--- config.mk ---
export PLATFORM = sky130hd
export DESIGN_NAME = ascii_arm_command_parser_core
export DESIGN_NICKNAME = d
export VERILOG_FILES = /design/src/rtl/acpc_pkg.sv /design/src/rtl/acpc_parse.sv /design/src/rtl/acpc_out_reg.sv /design/src/rtl/ascii_arm_command_parser_core.sv
export SDC_FILE = /design/constraint.sdc
export NUM_CORES = 1
export LEC_CHECK = 0
export ABC_AREA = 1
export ABC_CLOCK_PERIOD_IN_PS = 7100
export BUFFER_PORTS_ARGS = -buffer_cell sky130_fd_sc_hd__buf_2
export CAP_MARGIN = 30
export CELL_PAD_IN_SITES_DETAIL_PLACEMENT = 1
export CELL_PAD_IN_SITES_GLOBAL_PLACEMENT = 1
export CORE_UTILIZATION = 25
export CTS_CLUSTER_DIAMETER = 30
export CTS_CLUSTER_SIZE = 30
export DETAILED_ROUTE_END_ITERATION = 12
export GPL_TIMING_DRIVEN = 0
export PLACE_DENSITY_LB_ADDON = 0.1
export SKIP_LAST_GASP = 1
export SYNTH_ARGS = -nofsm -noshare
export SYNTH_HDL_FRONTEND = slang
export SYNTH_SLANG_ARGS = --single-unit
--- constraint.sdc ---
create_clock -name clk_i -period 7.1 [get_ports clk_i]
set_clock_uncertainty 0.1 [all_clocks]
set_input_delay 0 -clock clk_i [delete_from_list [all_inputs] [get_ports clk_i]]
set_output_delay 0 -clock clk_i [all_outputs]
set_load 0.02 [all_outputs]
--- src/rtl/acpc_pkg.sv ---
// ----------------------------------------------------------------------------
// acpc_pkg
// shared types, codes and per-character parse functions of the command parser
// ----------------------------------------------------------------------------
package acpc_pkg;

  localparam int unsigned MsgBufferBytesDef = 96;

  // field stage codes: awaiting first char, begun = code + FldBegunOfs
  localparam logic [3:0] FLD_IDLE    = 4'd0;
  localparam logic [3:0] FLD_X       = 4'd1;
  localparam logic [3:0] FLD_Y       = 4'd2;
  localparam logic [3:0] FLD_Z       = 4'd3;
  localparam logic [3:0] FLD_ANG     = 4'd4;
  localparam logic [3:0] FLD_CUR     = 4'd5;
  localparam logic [3:0] FldBegunOfs = 4'd5;

  localparam logic [2:0] POS_DONE  = 3'd5;
  localparam logic [2:0] GRIP_DONE = 3'd4;

  typedef enum logic [9:0] {
    STOP_IDLE = 10'b00_0000_0001,
    STOP_S    = 10'b00_0000_0010,
    STOP_ST   = 10'b00_0000_0100,
    STOP_STC  = 10'b00_0000_1000,
    STOP_STP  = 10'b00_0001_0000,
    STOP_STPS = 10'b00_0010_0000,
    STOP_Z    = 10'b00_0100_0000,
    STOP_ZT   = 10'b00_1000_0000,
    STOP_ZTS  = 10'b01_0000_0000,
    STOP_DEAD = 10'b10_0000_0000
  } stop_e;

  typedef struct packed {
    logic        after_delim;
    logic [2:0]  pos_prog;
    logic [2:0]  grip_prog;
    stop_e       stop;
    logic [3:0]  field;
    logic [31:0] acc;
    logic        neg;
    logic        seen;
    logic [31:0] coord_x;
    logic [31:0] coord_y;
    logic [31:0] coord_z;
    logic [11:0] angle;
    logic [15:0] current;
    logic [1:0]  flags;
    logic        failed;
    logic        term;
  } parse_state_t;

  typedef struct packed {
    logic        message_valid;
    logic [1:0]  command_kind;
    logic        position_present;
    logic        gripper_present;
    logic [31:0] target_x;
    logic [31:0] target_y;
    logic [31:0] target_z;
    logic [11:0] grip_angle;
    logic [15:0] grip_current;
  } result_t;

  function automatic parse_state_t reset_state();
    parse_state_t r;
    r             = '0;
    r.after_delim = 1'b1;
    r.stop        = STOP_IDLE;
    return r;
  endfunction

  function automatic logic is_delim(logic [7:0] c);
    return (c == 8'h00) || (c == ",") || (c == "/") || (c == "_") || (c == " ") ||
           (c == 8'h09) || (c == 8'h0d) || (c == 8'h0a);
  endfunction

  function automatic logic [7:0] pos_word(logic [2:0] idx);
    logic [7:0] ch;
    case (idx)
      3'd1:    ch = "X";
      3'd2:    ch = "Y";
      3'd3:    ch = "Z";
      3'd4:    ch = ":";
      default: ch = "P";
    endcase
    return ch;
  endfunction

  function automatic logic [7:0] grip_word(logic [2:0] idx);
    logic [7:0] ch;
    case (idx)
      3'd1:    ch = "Z";
      3'd2:    ch = "H";
      3'd3:    ch = "_";
      default: ch = "J";
    endcase
    return ch;
  endfunction

  function automatic stop_e stop_next(stop_e s, logic [7:0] c);
    stop_e n;
    case (s)
      STOP_IDLE: n = (c == "S") ? STOP_S : ((c == "Z") ? STOP_Z : STOP_DEAD);
      STOP_S:    n = (c == "T") ? STOP_ST : STOP_DEAD;
      STOP_ST:   n = (c == ":") ? STOP_STC : STOP_DEAD;
      STOP_STC:  n = (c == "P") ? STOP_STP : STOP_DEAD;
      STOP_STP:  n = (c == "/") ? STOP_STPS : STOP_DEAD;
      STOP_Z:    n = (c == "T") ? STOP_ZT : STOP_DEAD;
      STOP_ZT:   n = (c == "/") ? STOP_ZTS : STOP_DEAD;
      default:   n = STOP_DEAD;
    endcase
    return n;
  endfunction

  function automatic parse_state_t parse_char(parse_state_t s, logic [7:0] c);
    parse_state_t       r;
    logic [3:0]         f;
    logic [35:0]        lim;
    logic [35:0]        nv;
    logic signed [32:0] sv;
    r   = s;
    f   = (s.field > FldBegunOfs) ? (s.field - FldBegunOfs) : s.field;
    lim = s.neg ? 36'h0_8000_0000 : 36'h0_7fff_ffff;
    // acc * 10 + digit as two shifts and adds
    nv  = {1'b0, s.acc, 3'b000} + {3'b000, s.acc, 1'b0} + {32'd0, c[3:0]};
    sv  = s.neg ? -$signed({1'b0, s.acc}) : $signed({1'b0, s.acc});
    if (s.field != FLD_IDLE) begin
      if ((s.field <= FLD_CUR) && ((c == "+") || (c == "-"))) begin
        r.neg   = (c == "-");
        r.field = f + FldBegunOfs;
      end else if ((c >= "0") && (c <= "9")) begin
        if (nv > lim) begin
          r.failed = 1'b1;
          r.field  = FLD_IDLE;
        end else begin
          r.acc   = nv[31:0];
          r.seen  = 1'b1;
          r.field = f + FldBegunOfs;
        end
      end else if (!s.seen) begin
        r.failed = 1'b1;
        r.field  = FLD_IDLE;
      end else begin
        r.acc  = '0;
        r.neg  = 1'b0;
        r.seen = 1'b0;
        if (f <= FLD_Z) begin
          if (c != ",") begin
            r.failed = 1'b1;
            r.field  = FLD_IDLE;
          end else begin
            case (f)
              FLD_X:   r.coord_x = sv[31:0];
              FLD_Y:   r.coord_y = sv[31:0];
              default: r.coord_z = sv[31:0];
            endcase
            r.field = (f < FLD_Z) ? (f + 4'd1) : FLD_IDLE;
          end
        end else if (f == FLD_ANG) begin
          if ((c != "_") || (sv < -33'sd2000) || (sv > 33'sd2000)) begin
            r.failed = 1'b1;
            r.field  = FLD_IDLE;
          end else begin
            r.angle = sv[11:0];
            r.field = FLD_CUR;
          end
        end else begin
          if ((sv < 33'sd0) || (sv > 33'sd65535) || !is_delim(c)) begin
            r.failed = 1'b1;
            r.field  = FLD_IDLE;
          end else begin
            r.current = sv[15:0];
            r.field   = FLD_IDLE;
          end
        end
      end
    end
    return r;
  endfunction

  function automatic parse_state_t text_char(parse_state_t s, logic [7:0] c);
    parse_state_t r;
    r = s;
    if (!s.failed) begin
      r = parse_char(s, c);
      if (!r.failed) begin
        if ((s.pos_prog != 3'd0) && (s.pos_prog < POS_DONE) && (c == pos_word(s.pos_prog)))
          r.pos_prog = s.pos_prog + 3'd1;
        else
          r.pos_prog = ((c == "P") && s.after_delim) ? 3'd1 : 3'd0;
        if (r.pos_prog == POS_DONE) begin
          r.pos_prog = 3'd0;
          if (!r.flags[0] && (r.field == FLD_IDLE)) begin
            r.flags[0] = 1'b1;
            r.field    = FLD_X;
          end
        end
        if ((s.grip_prog != 3'd0) && (s.grip_prog < GRIP_DONE) &&
            (c == grip_word(s.grip_prog)))
          r.grip_prog = s.grip_prog + 3'd1;
        else
          r.grip_prog = ((c == "J") && s.after_delim) ? 3'd1 : 3'd0;
        if (r.grip_prog == GRIP_DONE) begin
          r.grip_prog = 3'd0;
          if (!r.flags[1] && (r.field == FLD_IDLE)) begin
            r.flags[1] = 1'b1;
            r.field    = FLD_ANG;
          end
        end
        if (c != 8'h00) r.stop = stop_next(s.stop, c);
        r.after_delim = is_delim(c);
      end
    end
    return r;
  endfunction

endpackage

--- src/rtl/acpc_parse.sv ---
// ----------------------------------------------------------------------------
// acpc_parse
// input word register, message parse state and per-byte update logic
// ----------------------------------------------------------------------------
module acpc_parse #(
  parameter int unsigned MSG_BUFFER_BYTES = acpc_pkg::MsgBufferBytesDef
) (
  input  logic              clk_i,
  input  logic              rst_ni,
  input  logic              s_valid_i,
  output logic              s_ready_o,
  input  logic [7:0]        s_byte_i,
  input  logic              s_last_i,
  output logic              res_valid_o,
  input  logic              res_ready_i,
  output acpc_pkg::result_t res_o
);

  localparam int unsigned CntW = $clog2(MSG_BUFFER_BYTES + 1);
  localparam logic [CntW-1:0] CntMax = CntW'(MSG_BUFFER_BYTES);

  logic                   in_valid_q;
  logic [7:0]             in_byte_q;
  logic                   in_last_q;
  logic [CntW-1:0]        cnt_q, cnt_d;
  acpc_pkg::parse_state_t st_q, st_d, st_byte, st_end;
  logic                   advance;
  logic                   stop_ok;

  assign advance     = in_valid_q && (!in_last_q || res_ready_i);
  assign s_ready_o   = !in_valid_q || advance;
  assign res_valid_o = in_valid_q && in_last_q;

  always_comb begin
    cnt_d   = (cnt_q < CntMax) ? (cnt_q + CntW'(1)) : cnt_q;
    st_byte = st_q;
    if (!st_q.term) begin
      st_byte = acpc_pkg::text_char(st_q, in_byte_q);
      if (in_byte_q == 8'h00) st_byte.term = 1'b1;
    end
    // end of message closes any open clause with a nul
    st_end = st_byte;
    if (!st_byte.term) begin
      st_end      = acpc_pkg::text_char(st_byte, 8'h00);
      st_end.term = 1'b1;
    end
    stop_ok = (st_end.stop == acpc_pkg::STOP_STP) || (st_end.stop == acpc_pkg::STOP_STPS) ||
              (st_end.stop == acpc_pkg::STOP_ZT)  || (st_end.stop == acpc_pkg::STOP_ZTS);
    res_o = '0;
    if (!st_end.failed && (cnt_d < CntMax) && (st_end.field == acpc_pkg::FLD_IDLE) &&
        ((st_end.flags != 2'b00) || stop_ok)) begin
      res_o.message_valid    = 1'b1;
      res_o.command_kind     = st_end.flags;
      res_o.position_present = st_end.flags[0];
      res_o.gripper_present  = st_end.flags[1];
      if (st_end.flags[0]) begin
        res_o.target_x = st_end.coord_x;
        res_o.target_y = st_end.coord_y;
        res_o.target_z = st_end.coord_z;
      end
      if (st_end.flags[1]) begin
        res_o.grip_angle   = st_end.angle;
        res_o.grip_current = st_end.current;
      end
    end
    st_d = in_last_q ? acpc_pkg::reset_state() : st_byte;
  end

  always_ff @(posedge clk_i or negedge rst_ni) begin
    if (!rst_ni) begin
      in_valid_q <= 1'b0;
      cnt_q      <= '0;
      st_q       <= acpc_pkg::reset_state();
    end else begin
      if (s_ready_o) in_valid_q <= s_valid_i;
      if (advance) begin
        cnt_q <= in_last_q ? '0 : cnt_d;
        st_q  <= st_d;
      end
    end
  end

  always_ff @(posedge clk_i) begin
    if (s_valid_i && s_ready_o) begin
      in_byte_q <= s_byte_i;
      in_last_q <= s_last_i;
    end
  end

endmodule

--- src/rtl/acpc_out_reg.sv ---
// ----------------------------------------------------------------------------
// acpc_out_reg
// result register between the parse logic and the output stream
// ----------------------------------------------------------------------------
module acpc_out_reg (
  input  logic              clk_i,
  input  logic              rst_ni,
  input  logic              in_valid_i,
  output logic              in_ready_o,
  input  acpc_pkg::result_t in_data_i,
  output logic              out_valid_o,
  input  logic              out_ready_i,
  output acpc_pkg::result_t out_data_o
);

  logic              valid_q;
  acpc_pkg::result_t data_q;

  assign in_ready_o  = !valid_q || out_ready_i;
  assign out_valid_o = valid_q;
  assign out_data_o  = data_q;

  always_ff @(posedge clk_i or negedge rst_ni) begin
    if (!rst_ni) begin
      valid_q <= 1'b0;
    end else if (in_ready_o) begin
      valid_q <= in_valid_i;
    end
  end

  always_ff @(posedge clk_i) begin
    if (in_valid_i && in_ready_o) data_q <= in_data_i;
  end

endmodule

--- src/rtl/ascii_arm_command_parser_core.sv ---
// ----------------------------------------------------------------------------
// ascii_arm_command_parser_core
// parses one ascii arm command message per run of input words
// ----------------------------------------------------------------------------
// usage: each input word on s_axis carries one message byte, tlast marks the
// final byte. non-last words give no result; the last word gives exactly one
// result word on m_axis with the command kind, presence flags and values, or
// all zero when the message is not a legal command.
// throughput: one input word per cycle, sustained, including across message
// boundaries, unless the last byte of a message waits on a full, stalled result
// register. the byte sits in an input register, one pass of matcher and
// digit-accumulate logic updates the parse state, and the result lands in an
// output register, from which m_axis presents the result word.
// stall: while m_axis_tready is low the result register holds; the block keeps
// taking non-last bytes of the next message and stops only at its last byte.
// reset: clears the parse state to start of text and drops both valid flags.
// ----------------------------------------------------------------------------
module ascii_arm_command_parser_core #(
  parameter int unsigned MSG_BUFFER_BYTES = acpc_pkg::MsgBufferBytesDef
) (
  input  logic         clk_i,
  input  logic         rst_ni,
  input  logic         s_axis_tvalid_i,
  output logic         s_axis_tready_o,
  input  logic [7:0]   s_axis_tdata_i,  // [7:0] rx_byte
  input  logic         s_axis_tlast_i,  // end_of_message
  output logic         m_axis_tvalid_o,
  input  logic         m_axis_tready_i,
  // [31:0] target_x, [63:32] target_y, [95:64] target_z, [107:96] grip_angle,
  // [123:108] grip_current, [127:124] zero
  output logic [127:0] m_axis_tdata_o,
  // [0] message_valid, [2:1] command_kind, [3] position_present,
  // [4] gripper_present
  output logic [4:0]   m_axis_tuser_o
);

  logic              res_valid, res_ready;
  acpc_pkg::result_t res, out_res;

  acpc_parse #(
    .MSG_BUFFER_BYTES(MSG_BUFFER_BYTES)
  ) u_parse (
    .clk_i      (clk_i),
    .rst_ni     (rst_ni),
    .s_valid_i  (s_axis_tvalid_i),
    .s_ready_o  (s_axis_tready_o),
    .s_byte_i   (s_axis_tdata_i),
    .s_last_i   (s_axis_tlast_i),
    .res_valid_o(res_valid),
    .res_ready_i(res_ready),
    .res_o      (res)
  );

  acpc_out_reg u_out_reg (
    .clk_i      (clk_i),
    .rst_ni     (rst_ni),
    .in_valid_i (res_valid),
    .in_ready_o (res_ready),
    .in_data_i  (res),
    .out_valid_o(m_axis_tvalid_o),
    .out_ready_i(m_axis_tready_i),
    .out_data_o (out_res)
  );

  assign m_axis_tdata_o = {4'd0, out_res.grip_current, out_res.grip_angle,
                           out_res.target_z, out_res.target_y, out_res.target_x};
  assign m_axis_tuser_o = {out_res.gripper_present, out_res.position_present,
                           out_res.command_kind, out_res.message_valid};

endmodule

Word level (Yosys, flattened, before mapping)
Index checks and enable logic that the tools add are counted.
W data, S select, Z words.

word-level totals
  flip-flop bits (word level) = 330
  output and inout port bits = 135
  logic and storage cells = 332

cells by class
  $add $sub $neg = 13
  $lt $le $gt $ge = 21
  equality and inequality tests = 52
  mux-type cells = 145
  reduce and logical (&&, ||, !) cells = 71

operators by type and width
  operator                count
  $mux W162               6
  $mux W183               3
  $mux W166               2
  $mux W158               2
  $mux W96                3
  $mux W32                6
  $mux W129               1
  $mux W125               1
  $mux W124               1
  $mux W8                 12
  $mux W4                 23
  $mux W10                9
  $mux W16                5
  $pmux W10 S7            1
  $gt A33 B17 Y1 const B  2
  $lt A33 B1 Y1 const B   2
  $mux W33                2
  $neg A32 Y33            2
  $mux W3                 20
  $mux W28                2
  $pmux W7 S4             2
  $eq A8 B6 Y1 const B    6
  $eq A8 B7 Y1 const B    6
  $add A35 B33 Y36        1
  54 further kinds        182

Depth between registers and ports, before layout
Gate-level depths: netlist of the first run.

  word-level depth = 78
  gate-level depth with buffers = 52

Modules after synthesis
A second synthesis of the first run with hierarchy kept.

second synthesis, totals
  cells, all modules = 3054
  area total of the unflattened synthesis = 22257.6 sq um

modules (own cells, without submodules)
  module                         times used  cells an instance  area each (sq um)
  acpc_parse                     1           2914               18305.1
  acpc_out_reg                   1           135                3918.8
  ascii_arm_command_parser_core  1           5                  33.8

Worst setup path before layout of the first run
OpenSTA, ideal clock, no wires.

  kind = reg-to-reg
  from = register u_out_reg.valid_q (netlist: u_out_reg.out_valid_o)
  to = register u_out_reg.data_q (netlist bit u_out_reg.out_data_o[0]) (enable)
  setup time = 616 ps
  data arrival time = 5878 ps
  data required time = 6384 ps
  slack = 506 ps
  cell stages (with the launch flop) = 4
  buffers on the path = 0
  cell sequence = dfrtp_1 > inv_1 > nor2_1 > nor2_1

on the way
  word-level cells in the longest chain between the ends = 3

ends and longest elaborated chain
  item                    RTL line            source
  from (decl)             acpc_out_reg.sv:16  logic valid_q;
  from (signal assigned)  acpc_out_reg.sv:27  valid_q <= in_valid_i;
  $logic_not A1 Y1        acpc_out_reg.sv:19  assign in_ready_o = !valid_q || out_ready_i;
  $logic_or A1 B1 Y1      acpc_out_reg.sv:19
  $logic_and A1 B1 Y1     acpc_out_reg.sv:32  if (in_valid_i && in_ready_o) data_q <= in_data_i;
  to (signal assigned)    acpc_out_reg.sv:32
  to (decl)               acpc_out_reg.sv:17  acpc_pkg::result_t data_q;

No other way between the ends.
A chain may end at the register's enable or synchronous reset.

Final worst setup path of the first run
  from = register u_parse.st_q[142] (netlist name)
  to = register u_out_reg.data_q (netlist bit u_out_reg.out_data_o[23]) (data pin)

on the way
  word-level cells in the longest chain between the ends = 50
  elaborated cells on any way between the ends = 158
  classes of those cells = 7 x add/sub; 11 x order compare; 14 x eq/ne; 91 x mux; 35 x reduce/logical

ends and longest elaborated chain
  item                                                       RTL line                            source
  from (decl)                                                acpc_parse.sv:26                    acpc_pkg::parse_state_t st_q, st_d, st_byte, st_end;
  from (signal assigned)                                     acpc_parse.sv:73                    st_q <= acpc_pkg::reset_state();
  from (signal assigned)                                     acpc_parse.sv:78                    st_q <= st_d;
  branches (longest 27 deep; another with $add A35 B33 Y36)  --
  $mux W183 (*)                                              acpc_parse.sv:37                    if (!st_q.term) begin
  $reduce_bool A4 Y1                                         acpc_pkg.sv:128                     if (s.field != FLD_IDLE) begin
  $mux W162                                                  acpc_pkg.sv:128
  $mux W162                                                  acpc_pkg.sv:185                     if (!s.failed) begin
  $mux W162                                                  acpc_parse.sv:43                    if (!st_byte.term) begin
  $logic_not A4 Y1                                           acpc_pkg.sv:194                     if (!r.flags[0] && (r.field == FLD_IDLE)) begin
  $logic_and A1 B1 Y1                                        acpc_pkg.sv:194
  [8 not listed]                                             --
  $mux W4 or $mux W1 (tied branches)                         acpc_pkg.sv:204                     if (r.grip_prog == GRIP_DONE) begin
  $mux W4 or $mux W2 (tied branches)                         acpc_pkg.sv:187                     if (!r.failed) begin
  $mux W166                                                  acpc_pkg.sv:185
  $mux W166                                                  acpc_parse.sv:43
  $logic_not A4 Y1 or $reduce_bool A2 Y1 (tied branches)     acpc_parse.sv:50, acpc_parse.sv:51
  $logic_and A1 B1 Y1 or $logic_or A1 B1 Y1 (tied branches)  acpc_parse.sv:50, acpc_parse.sv:51
  $logic_and A1 B1 Y1                                        acpc_parse.sv:50                    if (!st_end.failed && (cnt_d < CntMax) && (st_end.field == acpc_pkg::FLD_IDLE) &&
  $reduce_and A2 Y1 (no line)                                --

Mark *: on every way between the ends. The select of a mux whose other input is x is not followed.

==> reports/qor.yml, run 1 <==
synth:
  ys.flop_type: "dfrtp_1"
  synth-edff-count: 136
  syn_area_mm2: 0.0232
  synth_cell_types: 62
  synth.ff_latch_count: 328
  ys_seq_area_share_pct: 38.3
  yosys_warnings: 0
  yosysTopAreaCell: "dfrtp_1"
  yosysTopAreaCellShare_pct: 20.5
  synthArstFlopShare_pct: 58.5
  avgSynthCellArea_um2: 7.12
  synth_area_leaders: "dfrtp_1 20%, edfxtp_1 18%, nand2_1 14%"
  synthCells: 3257
power:
  power_density_mw_per_mm2: 437
  max-vdd-ir-drop_uv: 162
  power.static_leakage_uw: 0.0141
floorplanning:
  rows: 111
  die-area_mm2: 0.0940
  die_w_um: 307
  die_h_um: 307
  initial_core_util_pct: 25.3
  io-pin-count: 148
  coreArea_mm2: 0.0918
final_layout:
  final_common_cell: "nand2_1"
  fill_cells: 11100
  fin_area_mm2: 0.0311
  diodes: 0
  final_cell_mix: "805 x nand2_1, 418 x inv_1, 325 x nor2_1"
  area_delta_synth_final_pct: 34.1
  final_nets: 3754
  drive_above_1_share_pct: 21.3
  final_util_pct: 33.9
setup_path:
  crit_buf_inv: 6
  critPathLaunchType: "flop"
  cp_slowest_cell: "dfrtp_2"
  cp_num_cells: 40
  crit_type: "reg2reg"
  critPathCaptureType: "flop"
  worst-r2r-cell-count: 40
  cpPeakStageDelay_ns: 0.49
  critPathRequiredTime_ns: 7.44
  arrival_ns: 7.16
  path_common_cell: "nand2_2"
  r2r-end: "u_out_reg.out_data_o[23]"
  critical-path-top-delay-family: "simple AND/OR/NAND/NOR gates"
  worst-path-max-fanout: 10
  r2r_slack_ns: 0.28
  r2r_start: "u_parse.st_q[142]"
route:
  drt_iter0_drc: 1529
  num_vias: 23900
  dr.pass1.iters: 5
  wire_per_inst_um: 20.9
  post-route-drc-count: 0
  antenna_left: 0
  vias_per_cell: 4.84
  drt_wl_total_um: 103000
min_path:
  hold_start: "m_axis_tready_i"
  hold_end: "u_out_reg.out_valid_o"
  hp-class: "in2reg"
  hold_depth: 5
clock_network:
  clk_transition_reported_paths_ns: 0.04
  clk_latency_ns: 0.63
  cts-root-buf: "clkbuf_16"
  cts_buffers: 85
  cts_sinks: 328
  cts_tree: "done"
  clock_path_buffers: 3
  h-tree-depth: 3
timing:
  period_share_pct: 96.0
  max-slew-margin-rel_pct: 33.7
  hold_violations: 0
  whs_ns: 0.152
  fmax_mhz: 147
  tightest_slew_ns: 0.994
  tns_ns: 0
  worst_slack_ns: 0.281
  setup_violations: 0
  finalMaxSlewViolations: 0
  finalCriticalPeriod_ns: 6.82
  grt_setup_unrepaired: "true"
placed_design:
  dpl_cell_area_mm2: 0.0257
  dp_hpwl_um: 78700
  place_ws_ns: -1.71
  routabilityCongestion: 0.879
  portBuffers: 143
job:
  maxCapViolCount: 0
grt:
  grt-ovfl-total: 0
  grt_use_total_pct: 21.7
  grt_antenna_before_repair: 1
  grt_pass1_wl_um: 155000
  first_global_vias: 25000
  grt_max_degree: 104
run_status:
  status: "finished, final reports clean"
==> worst max-delay path by stage <==
stage / startpoint / to / slack (ns)
floorplan: u_out_reg.out_valid_o / u_out_reg.out_data_o[0] / 0.51
global placement: u_parse.st_q[130] / u_out_reg.out_data_o[27] / -1.71
detailed placement: u_parse.st_q[130] / u_out_reg.out_data_o[123] / -1.71
CTS: u_parse.in_byte_q[3] / u_out_reg.out_data_o[58] / 0.003
global route: u_parse.st_q[130] / u_out_reg.out_data_o[116] / -0.06
finish: u_parse.st_q[142] / u_out_reg.out_data_o[23] / 0.28
==> state kept, by name, indices dropped and copies added (netlist names) <==
register               flops
u_parse.st_q             183
u_out_reg.out_data_o     127
u_parse.in_byte_q          8
u_parse.cnt_q              7
u_out_reg.out_valid_o      1
u_parse.in_last_q          1
u_parse.in_valid_q         1
==> where the power goes <==
group	internal, uW	switching, uW
sequential	2130	240
combinational	2410	4970
clock	2590	1250
==> synthesized netlist by cell type, types with 3 or more instances <==
| master | n |
|---|---|
| a21o_1 | 4 |
| a21oi_1 | 111 |
| a21oi_2 | 4 |
| a31oi_1 | 27 |
| and2_1 | 3 |
| buf_2 | 19 |
| buf_4 | 10 |
| buf_6 | 13 |
| clkbuf_1 | 80 |
| clkinv_1 | 3 |
| dfrtp_1 | 190 |
| edfxtp_1 | 136 |
| ha_1 | 115 |
| inv_1 | 423 |
| inv_2 | 13 |
| nand2_1 | 873 |
| nand2_2 | 25 |
| nand3_1 | 196 |
| nand3_2 | 7 |
| nand3b_1 | 14 |
| nand4_1 | 72 |
| nor2_1 | 386 |
| nor2_2 | 28 |
| nor2_4 | 11 |
| nor3_1 | 34 |
| nor3_2 | 6 |
| nor4_1 | 8 |
| o211ai_1 | 6 |
| o21a_1 | 4 |
| o21ai_0 | 224 |
| o21ai_1 | 13 |
| o21bai_1 | 8 |
| o22ai_1 | 118 |
| o31ai_1 | 3 |
| or2_2 | 4 |
| xnor2_1 | 6 |
| xor2_1 | 28 |
==> what timing repair did <==
item,in CTS,in global routing
endpoints found under the setup margin,127,127
resized for setup,163,200
endpoints found under the hold margin,164,0
hold buffers,25,0
pin swaps,23,65
setup buffers,40,55
cloned,3,1
==> final cells by class <==
class	instances	area (um^2)	area share, %
clock buffers	108	2300	7.41
flip-flops and latches	328	8920	28.7
multi-input cells	2368	13300	42.7
inverters	439	1650	5.30
clock inverters	51	578	1.86
well taps	1243	1560	5.00
repair buffers	277	2050	6.59
plain buffers	125	774	2.49
==> per-layer routing <==
| metal | up-vias | routed length (um) | global-route usage (%) |
|---|---|---|---|
| met5 | - | 0 | 0 |
| met4 | 0 | 2020 | 4.95 |
| met3 | 130 | 4020 | 3.51 |
| met2 | 466 | 48600 | 36.6 |
| met1 | 11800 | 48600 | 29.1 |
| li1 | 11500 | - | - |
==> worst min-delay path: cells and delay by family <==
family	cells	cell delay [ns]
AND/OR/NAND/NOR	2	0.13
buffers and inverters	3	0.70
==> cell families (layout without fill, tap and decap cells) <==
logic type                 count (synthesis)  count (layout)  synth area share (%)
muxes                                      1               1                0.0432
adders and majority gates                117             117                  6.38
other                                      1               4                0.0162
AOI/OAI and AO/OA                        538             538                  13.0
DFF                                      328             328                  38.3
xor gates and xnor gates                  34              34                  1.28
and+or+nand+nor                         1674            1674                  31.1
buffers and inverters                    564            1000                  9.82
==> per-stage QoR <==
stage,instances,total power (uW)
finish,4939,13600
detailed placement,4656,8350
global route,4939,14400
global placement,4646,8240
floorplan,3260,6170
CTS,4883,12700
(Power assumes the default switching activity.)
==> run 2, diff against run 1 <==
==> constraint.sdc (replaced) <==
create_clock -name clk_i -period 7.1 [get_ports clk_i]
set_clock_uncertainty 0.1 [all_clocks]
set_input_delay 1.065 -clock clk_i [delete_from_list [all_inputs] [get_ports clk_i]]
set_output_delay 1.065 -clock clk_i [all_outputs]
set_load 0.02 [all_outputs]
==> run 2 against run 1 <==
Maximum frequency barely moved; largest cell class unchanged; final cell count is 0.45% lower; via count grew 0.53%; sequential power barely moved.
==> reports/qor.yml, run 2 (synthesized netlist as in run 1, its figures left out) <==
run_status:
  status: "finished, final reports clean"
route:
  antenna_left: 0
  wire_per_inst_um: 21.2
  drt_iter0_drc: 1355
  wl_met2_um: 48200
  top_layer: "met5"
  wl_met3_um: 3940
  drt_wl_total_um: 104000
  post-route-drc-count: 0
  dr.pass1.iters: 5
  vias_per_cell: 4.88
  met1Wirelength_um: 49500
  num_vias: 24000
timing:
  whs_ns: 0.352
  hold_violations: 0
  finalMaxSlewViolations: 0
  setup_violations: 0
  fmax_mhz: 147
  max-slew-margin-rel_pct: 32.9
  finalCriticalPeriod_ns: 6.82
  tightest_slew_ns: 1.00
  grt_setup_unrepaired: "true"
  period_share_pct: 96.0
  tns_ns: 0
placed_design:
  dp.cells: 4656
  dp_hpwl_um: 78500
  dpl_cell_area_mm2: 0.0257
  routabilityCongestion: 0.898
  portBuffers: 143
setup_path:
  crit_buf_inv: 6
  crit_type: "reg2reg"
  arrival_ns: 7.20
  critical-path-top-delay-family: "simple AND/OR/NAND/NOR gates"
  critPathLaunchType: "flop"
  cpPeakStageDelay_ns: 0.52
  critPathCaptureType: "flop"
  cp_slowest_cell: "fa_2"
  worst-path-max-fanout: 10
  path_common_cell: "nand2_1"
  critPathRequiredTime_ns: 7.48
floorplanning:
  die-area_mm2: 0.0940
  io-pin-count: 148
  rows: 111
  initial_core_util_pct: 25.3
  die_h_um: 307
  coreArea_mm2: 0.0918
  die_w_um: 307
grt:
  grt_antenna_before_repair: 2
  first_global_vias: 25000
  grt-ovfl-total: 0
  grt_use_total_pct: 21.8
  grt_max_degree: 100
  grt_pass1_wl_um: 156000
clock_network:
  cts_sinks: 328
  cts_tree: "done"
  clock_path_buffers: 3
  cts-root-buf: "clkbuf_16"
  clk_transition_reported_paths_ns: 0.05
  clk_latency_ns: 0.64
  cts_buffers: 85
  h-tree-depth: 3
final_layout:
  area_delta_synth_final_pct: 34.2
  final_common_cell: "nand2_1"
  fin_area_mm2: 0.0311
  final_cell_mix: "795 x nand2_1, 415 x inv_1, 338 x nor2_1"
  largest_register_ff_count: 183
  diodes: 0
  final_cell_count_no_fill: 4917
  final_nets: 3733
  final_util_pct: 33.9
  drive_above_1_share_pct: 21.7
  largest-register: "u_parse.st_q"
power:
  max-vdd-ir-drop_uv: 160
  power_density_mw_per_mm2: 446
  power.static_leakage_uw: 0.0141
min_path:
  hp-class: "in2async"
job:
  maxCapViolCount: 0
## run 2: changes by cell type in the layout (fill, tap and decap cells not counted), moves of 10 or more
cell	before	now
dlygate4sd3_1	24	0
nor2_4	31	41
ha_1	98	87
nor2_2	69	46
nor2_1	325	338
nand2_1	805	795
## run 2: power by group
group	internal (uW)	leakage, uW	switching [uW]
Clock	2630	0.00142	1250
Combinational	2550	0.00876	5090
Sequential	2130	0.00393	242
## run 2: worst paths after layout
path	cells after the start	startpoint	slack (ns)	endpoint
hold reg to reg	2	u_parse.st_q[4]	0.38	u_parse.st_q[4]
hold / removal	1	rst_ni	0.35	u_parse.st_q[39]
min in group clk_i	2	u_parse.st_q[4]	0.38	u_parse.st_q[4]
setup reg to reg	40	u_parse.st_q[130]	0.28	u_out_reg.out_data_o[50]
setup / recovery	40	u_parse.st_q[130]	0.28	u_out_reg.out_data_o[50]
max in group asynchronous	2	rst_ni	5.43	u_parse.st_q[173]
## run 2: layout make-up
| type | instances | area [um^2] |
|---|---|---|
| Sequential cell | 328 | 8920 |
| Buffer | 125 | 778 |
| Multi-Input combinational cell | 2369 | 13500 |
| Timing Repair Buffer | 255 | 1840 |
| Inverter | 439 | 1650 |
| Tap cell | 1243 | 1560 |
| Clock buffer | 109 | 2320 |
| Clock inverter | 49 | 579 |
| Fill cell | 11100 | 60700 |
## run 2: what timing repair did
action / CTS / global route
hold buffers: 0 / 0
pin swaps: 32 / 81
gates resized for setup: 172 / 228
setup endpoints to repair: 127 / 127
hold endpoints to repair: 0 / 0
setup buffers: 45 / 50
cloned: 2 / 7
## run 2: per-stage QoR
stage               total power, uW  setup WS (ns)
floorplan                      6170           1.09
global placement               8220          -1.68
detailed placement             8330          -1.70
CTS                           12900       0.000314
global route                  14800        -0.0913
finish                        13900          0.282
## run 2: worst reg2reg max path: cells and delay by family, from the launching register on
family	cells	cell delay, ns
XOR/XNOR	1	0.22
buffers and inverters	6	0.98
adder cells (fa/ha/maj)	3	1.09
AND/OR/NAND/NOR	27	3.38
flip-flops	1	0.51
AO/OA/AOI/OAI	3	0.44
## run 2: routing by layer
metal | track usage, % | vias to the layer above
met2 | 35.7 | 493
li1 | - | 11500
met5 | 0 | -
met4 | 5.63 | 2
met1 | 30.0 | 11900
met3 | 3.13 | 129
